--- src/rtl/rjtq_pkg.sv ---
// Shared types and constants for the repeating job timer queue.
// Used by rjtq_cell, repeating_job_timer_queue and tb_top; depends on nothing.
package rjtq_pkg;

  localparam int TABLE_DEPTH = 16;
  localparam int MAX_RESULTS = 16;
  localparam int TIME_W      = 48;
  localparam int IDX_W       = (TABLE_DEPTH > 1) ? $clog2(TABLE_DEPTH) : 1;
  localparam int CNT_W       = $clog2(TABLE_DEPTH + 1);
  localparam int NFIRE_W     = $clog2(MAX_RESULTS + 1);

  localparam logic [15:0] UNIT_RESET = 16'd1000;

  localparam logic [1:0] KIND_ONCE      = 2'd0;
  localparam logic [1:0] KIND_COUNTED   = 2'd1;
  localparam logic [1:0] KIND_PERMANENT = 2'd2;

  localparam logic [1:0] RES_ACCEPTED   = 2'd0;
  localparam logic [1:0] RES_ZERO_COUNT = 2'd1;
  localparam logic [1:0] RES_FULL       = 2'd2;
  localparam logic [1:0] RES_FIRED      = 2'd3;

  localparam logic ACT_REGISTER = 1'b0;

  typedef enum logic [2:0] {
    OP_NONE,
    OP_LOAD,
    OP_RESCHED,
    OP_COUNT,
    OP_CLEAR
  } slot_op_t;

  // broadcast update to one slot
  typedef struct packed {
    slot_op_t            op;
    logic [IDX_W-1:0]    idx;
    logic [7:0]          tag;
    logic [1:0]          kind;
    logic [15:0]         ivl;
    logic [15:0]         rem;
    logic [TIME_W-1:0]   dl;
  } slot_cmd_t;

  // earliest due job seen so far along the chain
  typedef struct packed {
    logic                found;
    logic [TIME_W-1:0]   dl;
    logic [IDX_W-1:0]    idx;
    logic [7:0]          tag;
    logic [1:0]          kind;
    logic [15:0]         ivl;
    logic [15:0]         rem;
  } best_t;

endpackage

--- src/rtl/rjtq_cell.sv ---
// One job slot of the timer table plus one stage of the min-deadline chain.
// Depends on rjtq_pkg.
module rjtq_cell (
  input  logic                      clk,
  input  logic                      rst,
  input  logic [rjtq_pkg::IDX_W-1:0]  slot_idx,
  input  logic [rjtq_pkg::TIME_W-1:0] now,
  input  rjtq_pkg::slot_cmd_t       cmd,
  input  rjtq_pkg::best_t           best_in,
  output rjtq_pkg::best_t           best_out,
  output logic                      busy
);
  import rjtq_pkg::*;

  logic              valid;
  logic [TIME_W-1:0] deadline;
  logic [7:0]        tag;
  logic [1:0]        kind;
  logic [15:0]       ivl;
  logic [15:0]       rem;
  logic              take;
  logic              hit;

  assign busy = valid;
  assign hit  = (cmd.idx == slot_idx);
  // strict compare keeps the lower slot on equal deadlines
  assign take = valid && (deadline < now) && (!best_in.found || deadline < best_in.dl);

  always_ff @(posedge clk) begin
    if (rst) begin
      valid          <= 1'b0;
      best_out.found <= 1'b0;
    end else begin
      if (take) begin
        best_out <= '{found: 1'b1, dl: deadline, idx: slot_idx, tag: tag,
                      kind: kind, ivl: ivl, rem: rem};
      end else begin
        best_out <= best_in;
      end
      if (hit) begin
        unique case (cmd.op)
          OP_LOAD: begin
            valid    <= 1'b1;
            tag      <= cmd.tag;
            kind     <= cmd.kind;
            ivl      <= cmd.ivl;
            rem      <= cmd.rem;
            deadline <= cmd.dl;
          end
          OP_RESCHED: deadline <= cmd.dl;
          OP_COUNT: begin
            rem      <= rem - 16'd1;
            deadline <= cmd.dl;
          end
          OP_CLEAR: valid <= 1'b0;
          default: ;
        endcase
      end
    end
  end

endmodule

--- config.mk ---
export PLATFORM = sky130hd
export DESIGN_NAME = rjtq_cell
export DESIGN_NICKNAME = d
export VERILOG_FILES = /design/src/rtl/rjtq_pkg.sv /design/src/rtl/rjtq_cell.sv
export SDC_FILE = /design/constraint.sdc
export NUM_CORES = 1
export LEC_CHECK = 0
export ABC_AREA = 1
export BUFFER_PORTS_ARGS = -buffer_cell sky130_fd_sc_hd__buf_2
export CORE_AREA = 2 2 153 155
export DETAILED_ROUTE_END_ITERATION = 12
export DIE_AREA = 0 0 155 157
export PLACE_DENSITY_LB_ADDON = 0.08
export SYNTH_ARGS = -nofsm -noshare
export SYNTH_HDL_FRONTEND = slang
export SYNTH_SLANG_ARGS = --single-unit
--- constraint.sdc ---
create_clock -name clk -period 6.95 [get_ports clk]
set_clock_uncertainty 0.15 [all_clocks]
set_input_delay 1.39 -clock clk [delete_from_list [all_inputs] [get_ports clk]]
set_output_delay 1.39 -clock clk [all_outputs]
set_load 0.005 [all_outputs]
==> flow_summary_export.csv, run 1 <==
group,metric,value,unit
critical_path,cpLargestDelayFamily,"simple AND/OR/NAND/NOR gates",
min_path,hold_depth,2,
place,port_buffers,341,
routing,first_pass_iters,5,
place,dpl.hpwl,19320,µm
global_routing,grt_pass1_vias,7700,
critical_path,critPathSlowestCell,"nand2_4",
critical_path,endpoint_kind,"register",
clock_tree,cts_made_buffers,17,
floorplan,dieArea,24340,µm²
sta,tns,0,ps
synth,syn_avg_cell_area,9.752,µm²
clock_tree,cts.sinks,186,
finish,multi_input_area,3762,µm²
power,p_leak,6.299,nW
synth,yosys_most_used_dff,"edfxtp_1",
sta,period_share,0.5688,
clock_tree,path_clk_slew,80,ps
clock_tree,cts-root-buf,"clkbuf_16",
sta,slew_viol_final,0,
finish,drive_above_1_share,0.2849,
critical_path,path_class,"input pin to register",
min_path,worst_hold_startpoint,"tag[6]",
synth,synth_compound_area_frac,0.04027,
sta,timing.slew.headroom,0.2904,
synth,syn_nets,1370,
clock_tree,h-tree-depth,4,
power,peakVddDrop,0.1358,mV
global_routing,grt_pass1_wl,39340,µm
global_routing,antenna_found_initial,8,
synth,synth-xor-area-share,0.008728,
clock_tree,ctsResizeCount,0,
clock_tree,cts_setup_buffers,0,
sta,hold_viol_final,0,
critical_path,worst-path-buf-inv,3,
critical_path,critPathLaunchType,"input pin",
critical_path,rrSetupSlack,3650,ps
critical_path,cpPeakStageDelay,660,ps
min_path,min_to,"best_out[40]",
status,status,"complete, no violations",
synth,synth_top_area_cell,"edfxtp_1",
critical_path,crit_start,"best_in[81]",
synth,synth_mux_area_frac,0,
synth,synthTopCellsByArea,"edfxtp_1 (55%), ha_1 (12%), nand2_1 (12%)",
routing,drc_errors,0,
clock_tree,ctsHoldBuffers,0,
clock_tree,clkLatencyLatePin,440,ps
floorplan,fp.coreArea,22500,µm²
floorplan,die_y,157,µm
place,place_congestion,0.8405,
sta,worstMarginPinSlew,1064,ps
min_path,min_path_type,"register to register",
critical_path,path_cells,"buf_2 -> inv_1 -> ha_1 -> nand2_1 -> nor2_1 -> and2_1 -> nand2_1 -> inv_1 -> nand2_1 -> nand2_1 -> nor2_1 -> nand2_1 -> nand2_4 -> nand2_4 -> nand2_1 -> nand2_1",
synth,synth_top_family_by_area,"simple AND/OR/NAND/NOR gates",
finish,num-fill-cells,2051,
critical_path,arrival,3980,ps
critical_path,rr_worst_depth,14,
synth,syn_inst,1029,
sta,timing.final.crit_period,3953,ps
finish,nNetsFinal,1704,
routing,initialDrtViolationCount,415,
sta,rsz0062_at_grt,"no",
floorplan,ios,342,
floorplan,start_util,0.4459,
synth,synth_top_area_frac,0.5506,
routing,finalWirelength,25570,µm
synth,synth-edff-count,184,
critical_path,path_max_fanout,94,
synth,seq_area_frac_synth,0.5546,
finish,seq_area,5565,µm²
routing,vias_per_cell,4.783,
synth,yosysUniqueCellTypes,33,
synth,yosysMostFrequentCell,"nand2_1",
power,power.density,201.7,nW/µm²
finish,synthToLayoutAreaGrowth,25.57,%
synth,ys_ff_latch,186,
critical_path,reg2reg_to,"best_out[3]",
routing,drt-wirelength-per-cell,15.32,µm
routing,drtAntennaViolNets,0,
critical_path,reg2reg_from,"deadline[39]",
global_routing,grt_max_degree,95,
clock_tree,cts_buffer_depth,2,
floorplan,core.rowCount,55,
critical_path,cpMostUsedCell,"nand2_1",
synth,async_reset_ff_frac,0,
floorplan,die_w,155,µm
routing,vias,7982,
global_routing,grt-ovfl-total,0,
synth,synthAdderAreaFrac,0.1185,
synth,yosys.area_share.simple,0.2047,
global_routing,track_usage,0.2114,
synth,syn_area,10030,µm²
critical_path,cp.required,6980,ps
flow_run,drv_cap,0,
sta,setup_viol,0,
sta,fmax,0.2530,GHz
power,p_total,0.002542,W
clock_tree,cts_tree,"built",
synth,yosysWarnings,0,
synth,synth_common_cells,"nand2_1 (315), edfxtp_1 (184), inv_1 (136)",
==> metrics by stage <==
stage,area [µm²],hold slack [ps],utilization,setup WS (ps),instances
CTS,12580,396.2,0.5591,2995,1661
detailed placement,11960,381.0,0.5315,2539,1629
global placement,11960,378.2,0.5315,2567,1629
global route,12590,418.6,0.5595,2732,1665
floorplan,10040,374.4,-,927.7,1029
finish,12600,393.9,0.5600,2997,1669
==> how the worst max path moves through the flow <==
stage | end | slack, ps | cells after the start
3_5_place_dp | best_out[3] | 2540 | 16
5_1_grt | best_out[79] | 2730 | 16
3_3_place_gp | best_out[0] | 2570 | 16
2_1_floorplan | deadline[0] | 930 | 3
6_report | best_out[3] | 3000 | 16
4_1_cts | best_out[3] | 3000 | 16
==> worst reg2reg max path, stage by stage, from the launching register on <==
cell and delay (ps):
edfxtp_1 430, ha_1 310, nand2_1 90, nor2_1 60, and2_1 150, nand2_1 120
inv_1 50, nand2_1 60, nand2_1 50, nor2_1 100, nand2_1 90, nand2_4 340
nand2_4 660, nand2_1 330, nand2_1 70
==> power by group <==
group | total (W) | switching, W | internal, W
Sequential | 0.00129 | 0.0000129 | 0.00128
Combinational | 0.000263 | 0.000142 | 0.000121
Clock | 0.000991 | 0.000496 | 0.000495
Total | 0.00254 | 0.000651 | 0.00189
==> state kept, by name, indices dropped and copies added, names as in the netlist <==
signal    count
kind          2
ivl          16
busy          1
deadline     48
best_out     95
tag           8
rem          16
==> cell families (layout without fill, tap and decap cells) <==
family          Yosys count  after routing
fa+ha+maj                95             95
simple gates            495            495
compound gates           73             73
xor+xnor                 10             10
buf+inv                 170            517
flops                   186            186
other cells               0              8
==> area by class of cell <==
cell class | instances | share of cell area
inverters | 137 | 0.04101
multi-input cells | 673 | 0.2986
well taps | 285 | 0.02830
flip-flops and latches | 186 | 0.4417
clock buffers | 17 | 0.03376
repair buffers | 348 | 0.1396
diodes | 8 | 0.001589
clock inverters | 15 | 0.01549
==> layout by cell type, fill, tap and decap left out, drive strengths merged <==
master / Yosys / routed
nand4: 7 / 7
nand3: 105 / 105
a21o: 4 / 4
ha: 95 / 95
dfxtp: 2 / 2
clkinv: 0 / 8
clkbuf: 3 / 17
a31oi: 5 / 5
edfxtp: 184 / 184
o21ai: 19 / 19
nor3: 8 / 8
nand3b: 1 / 1
xnor2: 2 / 2
inv: 137 / 144
and2: 1 / 1
a311oi: 1 / 1
o21a: 3 / 3
nor2: 52 / 52
nand2: 317 / 317
diode: 0 / 8
or2: 3 / 3
xor2: 8 / 8
buf: 30 / 348
nor4: 1 / 1
a21oi: 41 / 41
==> per-layer routing <==
| metal | up-vias | GRT usage | wire length (µm) |
|---|---|---|---|
| li1 | 4114 | - | - |
| met1 | 3561 | 0.2675 | 10770 |
| met2 | 263 | 0.3547 | 12340 |
| met3 | 40 | 0.05396 | 1785 |
| met4 | 4 | 0.07231 | 652 |
| met5 | - | 0 | 26 |
No activity file was read; power rests on OpenSTA's default activity.
==> run 2: changes to the inputs <==
Clock period 6.95 ns to 4 ns, I/O delays scaled along.
==> flow_summary_export.csv, run 2 (same netlist as run 1, synthesis figures left out) <==
group,metric,value,unit
place,port_buffers,341,
sta,period_share,0.7381,
power,switchingPower,0.001113,W
routing,drtAntennaViolNets,0,
critical_path,rr_worst_depth,15,
clock_tree,h-tree-depth,4,
min_path,min_to,"deadline[34]",
critical_path,crit_start,"best_in[65]",
power,seqPwrFrac,0.505,
floorplan,core.rowCount,55,
global_routing,grt_max_degree,96,
critical_path,cpLargestDelayFamily,"simple AND/OR/NAND/NOR gates",
min_path,hold_depth,1,
power,peakVddDrop,0.2508,mV
global_routing,grt_pass1_vias,7758,
power,power.density,350.7,nW/µm²
place,place_area,12040,µm²
routing,drc_errors,0,
critical_path,worst-path-buf-inv,3,
critical_path,path_max_fanout,46,
sta,setup_viol,0,
global_routing,antenna_found_initial,12,
sta,hold_viol_final,0,
sta,worstMarginPinSlew,761.3,ps
critical_path,reg2reg_to,"best_out[42]",
floorplan,dieArea,24340,µm²
sta,timing.final.crit_period,2952,ps
routing,vias_per_cell,4.803,
clock_tree,path_clk_slew,80,ps
critical_path,critPathSlowestCell,"ha_1",
critical_path,cp.required,4040,ps
critical_path,rrSetupSlack,1120,ps
routing,vias,8035,
critical_path,path_cells,"buf_2 -> inv_1 -> ha_1 -> a21o_1 -> o21ai_0 -> nand2_1 -> nand2_1 -> nand2_1 -> nor2_1 -> nand2_1 -> nand2_4 -> nand2_4 -> buf_12 -> nand2_1 -> nand2_1",
finish,regMostFlops,"best_out",
status,status,"complete, no violations",
critical_path,critPathLaunchType,"input pin",
clock_tree,clkLatencyLatePin,440,ps
finish,nNetsFinal,1708,
clock_tree,cts.sinks,186,
finish,synthToLayoutAreaGrowth,26.18,%
power,p_leak,6.319,nW
routing,drt-wirelength-per-cell,15.77,µm
min_path,worst_hold_startpoint,"cmd[34]",
critical_path,reg2reg_from,"deadline[35]",
finish,final_cell_mix,"buf_2 (341), nand2_1 (315), edfxtp_1 (184), inv_1 (135), nand3_1 (105)",
critical_path,arrival,2990,ps
floorplan,start_util,0.4459,
finish,num-fill-cells,2096,
place,dpl.hpwl,19680,µm
power,p_comb_frac,0.105,
floorplan,die_y,157,µm
clock_tree,cts-root-buf,"clkbuf_16",
critical_path,cpPeakStageDelay,300,ps
global_routing,grt_pass1_wl,39900,µm
global_routing,grt-ovfl-total,0,
sta,slew_viol_final,0,
finish,stdcell_area,12660,µm²
critical_path,endpoint_kind,"register",
flow_run,drv_cap,0,
routing,first_pass_iters,7,
clock_tree,cts_buffer_depth,2,
finish,largest_register_ffs,95,
finish,multi_input_area,3771,µm²
clock_tree,cts_setup_buffers,0,
sta,rsz0062_at_grt,"no",
critical_path,path_class,"input pin to register",
floorplan,ios,342,
routing,initialDrtViolationCount,455,
finish,reg_top3,"best_out x95, deadline x48",
finish,drive_above_1_share,0.2870,
sta,tns,0,ps
power,switching_share,0.2507,
sta,timing.slew.headroom,0.4925,
routing,finalWirelength,26390,µm
sta,fmax,0.3387,GHz
place,place_congestion,0.8572,
global_routing,track_usage,0.2161,
finish,fin_util,0.5627,
floorplan,die_w,155,µm
power,clkPwrFrac,0.391,
clock_tree,cts_tree,"built",
finish,seq_area,5565,µm²
critical_path,cpMostUsedCell,"nand2_1",
finish,final_common_cell,"buf_2",
clock_tree,ctsHoldBuffers,0,
power,internal_power,0.003327,W
floorplan,fp.coreArea,22500,µm²
clock_tree,ctsResizeCount,0,
min_path,min_path_type,"input pin to register",
clock_tree,cts_made_buffers,17,
-- run 2: power by group through the flow --
stage / Sequential, W / Clock, W / Combinational [W]
6_report: 0.00224 / 0.00174 / 0.000464
4_1_cts: 0.00224 / 0.00177 / 0.000471
3_3_place_gp: 0.00229 / 0 / 0.000462
3_5_place_dp: 0.00228 / 0 / 0.000469
5_1_grt: 0.00225 / 0.00184 / 0.000532
2_1_floorplan: 0.00229 / 0 / 0.000213
-- run 2: how the worst max path moves through the flow --
| stage | depth (start not counted) | to | slack, ps |
|---|---|---|---|
| finish | 15 | best_out[42] | 1050 |
| global route | 16 | best_out[42] | 800 |
| CTS | 16 | best_out[42] | 1050 |
| detailed placement | 16 | best_out[42] | 590 |
| global placement | 17 | best_out[45] | 650 |
| floorplan | 3 | deadline[0] | 230 |
-- run 2: final cells by class --
| type | instances | share of cell area |
|---|---|---|
| antenna | 8 | 0.001581 |
| clock buffer | 17 | 0.03360 |
| clock inverter | 15 | 0.01413 |
| inverter | 137 | 0.04091 |
| multi-input combinational | 673 | 0.2978 |
| sequential | 186 | 0.4395 |
| tap | 285 | 0.02816 |
| timing repair buffer | 352 | 0.1443 |
-- run 2: through the flow --
| step | hold WS (ps) | setup WS, ps | std cells | power [W] |
|---|---|---|---|---|
| 2_1_floorplan | 374.4 | 227.5 | 1029 | 0.002501 |
| 3_3_place_gp | 377.5 | 653.2 | 1633 | 0.002747 |
| 3_5_place_dp | 386.2 | 591.3 | 1633 | 0.002754 |
| 4_1_cts | 365.7 | 1051 | 1665 | 0.004478 |
| 5_1_grt | 362.8 | 799.7 | 1671 | 0.004619 |
| 6_report | 382.4 | 1048 | 1673 | 0.004440 |
-- run 2: metal layers --
layer | up-vias | part of all wire | track usage | routed length [µm]
li1 | 4124 | - | - | -
met1 | 3574 | 0.42 | 0.2700 | 11140
met2 | 272 | 0.47 | 0.3613 | 12480
met3 | 57 | 0.073 | 0.05589 | 1938
met4 | 8 | 0.030 | 0.08377 | 782
met5 | - | 0.0019 | 0 | 50
==> run 3: changes to the inputs <==
Clock period 4 ns to 2.8 ns, I/O delays scaled along.
==> flow_summary_export.csv, run 3 (same netlist as run 1, synthesis figures left out) <==
group,metric,value,unit
status,status,"complete, no violations",
sta,slew_viol_final,0,
clock_tree,path_clk_slew,80,ps
flow_run,drv_cap,0,
sta,hold_viol_final,0,
critical_path,rr_worst_depth,12,
global_routing,grt.busiest_layer,"met2",
finish,regMostFlops,"best_out",
min_path,worst_hold_startpoint,"cmd[74]",
global_routing,grt_pass1_wl,41030,µm
global_routing,track_usage,0.2204,
finish,nNetsFinal,1719,
power,p_leak,6.397,nW
min_path,min_path_type,"input pin to register",
floorplan,dieArea,24340,µm²
critical_path,critPathLaunchType,"register",
place,port_buffers,341,
finish,final_common_cell,"buf_2",
power,internal_power,0.004766,W
place,dpl.hpwl,20410,µm
power,power.density,495.9,nW/µm²
routing,drc_errors,0,
global_routing,use_met2,0.3816,
finish,largest_register_ffs,95,
global_routing,grt_max_degree,95,
finish,fin_util,0.5690,
routing,finalWirelength,26640,µm
finish,final_cell_mix,"buf_2 (341), nand2_1 (315), edfxtp_1 (184), inv_1 (135), nand3_1 (105)",
finish,num-fill-cells,2050,
clock_tree,cts_made_buffers,17,
global_routing,grt-ovfl-total,0,
clock_tree,h-tree-depth,4,
sta,worstMarginPinSlew,565.2,ps
sta,timing.slew.headroom,0.6232,
routing,initialDrtViolationCount,360,
floorplan,core.rowCount,55,
critical_path,rrSetupSlack,230,ps
critical_path,reg2reg_from,"deadline[47]",
routing,drtAntennaViolNets,0,
power,seqPwrFrac,0.504,
finish,drive_above_1_share,0.2919,
power,clkPwrFrac,0.390,
power,switching_share,0.2494,
power,peakVddDrop,0.3580,mV
clock_tree,cts.sinks,186,
clock_tree,cts_tree,"built",
floorplan,die_y,157,µm
finish,finalNonFillerCells,1682,
routing,first_pass_iters,5,
global_routing,grt_pass1_vias,7989,
critical_path,cp.required,2830,ps
critical_path,arrival,2600,ps
critical_path,crit_start,"deadline[47]",
critical_path,endpoint_kind,"register",
min_path,min_to,"ivl[10]",
sta,setup_viol,0,
sta,fmax,0.3886,GHz
clock_tree,cts_setup_buffers,0,
critical_path,path_class,"register to register",
floorplan,fp.coreArea,22500,µm²
finish,reg_top3,"best_out x95, deadline x48",
power,switchingPower,0.001584,W
floorplan,die_w,155,µm
routing,drt-wirelength-per-cell,15.84,µm
finish,multi_input_area,3771,µm²
place,place_congestion,0.8388,
sta,timing.hold.ws,149.4,ps
clock_tree,ctsResizeCount,0,
global_routing,use_met1,0.2685,
global_routing,grt_use_met3,0.06112,
floorplan,ios,342,
critical_path,reg2reg_to,"best_out[0]",
sta,timing.final.crit_period,2573,ps
sta,period_share,0.9190,
routing,vias,8144,
min_path,hold_depth,1,
clock_tree,cts_buffer_depth,2,
critical_path,path_max_fanout,14,
clock_tree,cts-root-buf,"clkbuf_16",
finish,seq_area,5565,µm²
clock_tree,clkLatencyLatePin,430,ps
power,p_comb_frac,0.106,
clock_tree,ctsHoldBuffers,0,
place,dpl.cell_count,1644,
finish,synthToLayoutAreaGrowth,27.59,%
global_routing,antenna_found_initial,11,
routing,vias_per_cell,4.842,
sta,rsz0062_at_grt,"no",
sta,tns,0,ps
floorplan,start_util,0.4459,
==> run 3: cell count changes in the layout (fill, tap and decap cells not counted), moves of 2 or more <==
cell        change
clkinvlp_4      -2
buf_12          +5
buf_4           +6
clkinv_4        +2
diode_2         -2
==> run 3: worst max-delay path by stage <==
stage                               to
after detailed placement  best_out[37]
after floorplan            deadline[0]
after global placement    best_out[38]
after global routing      best_out[38]
final                      best_out[0]
after CTS                  best_out[0]
==> run 3: critical path, cell delays in order (launching register included) <==
cell,delay (ps)
edfxtp_1,440
ha_1,320
nand2_1,80
nor2_1,170
nand2_1,100
nor2_2,190
inv_2,60
nor3_4,190
a21oi_4,100
buf_4,210
buf_12,160
nand3_1,80
nand2_1,60
==> run 3: final cells by class <==
class	instances	area share
timing repair buffer	363	0.1540
antenna	6	0.001173
clock inverter	14	0.01378
sequential	186	0.4347
multi-input combinational	673	0.2945
tap	285	0.02785
clock buffer	18	0.03352
inverter	137	0.04046
==> run 3: power groups by stage <==
| stage | Sequential, W | Combinational [W] | Clock (W) |
|---|---|---|---|
| 4_1_cts | 0.00320 | 0.000682 | 0.00252 |
| 5_1_grt | 0.00321 | 0.000768 | 0.00263 |
| 3_5_place_dp | 0.00326 | 0.000679 | 0 |
| 2_1_floorplan | 0.00327 | 0.000305 | 0 |
| 6_report | 0.00320 | 0.000672 | 0.00248 |
| 3_3_place_gp | 0.00326 | 0.000668 | 0 |
==> run 3: stage by stage <==
step / cell area (µm²) / setup slack (ps) / power [W]
2_1_floorplan: 10060 / -732.5 / 0.003574
3_3_place_gp: 12180 / 31.03 / 0.003929
3_5_place_dp: 12180 / 15.39 / 0.003940
4_1_cts: 12790 / 206.7 / 0.006404
5_1_grt: 12800 / 30.63 / 0.006605
6_report: 12800 / 226.9 / 0.006349
==> run 3: routing by layer <==
| layer | routed length (µm) | up-vias |
|---|---|---|
| met5 | 52 | - |
| met4 | 505 | 8 |
| met3 | 1892 | 36 |
| met2 | 13090 | 288 |
| met1 | 11100 | 3669 |
| li1 | - | 4143 |
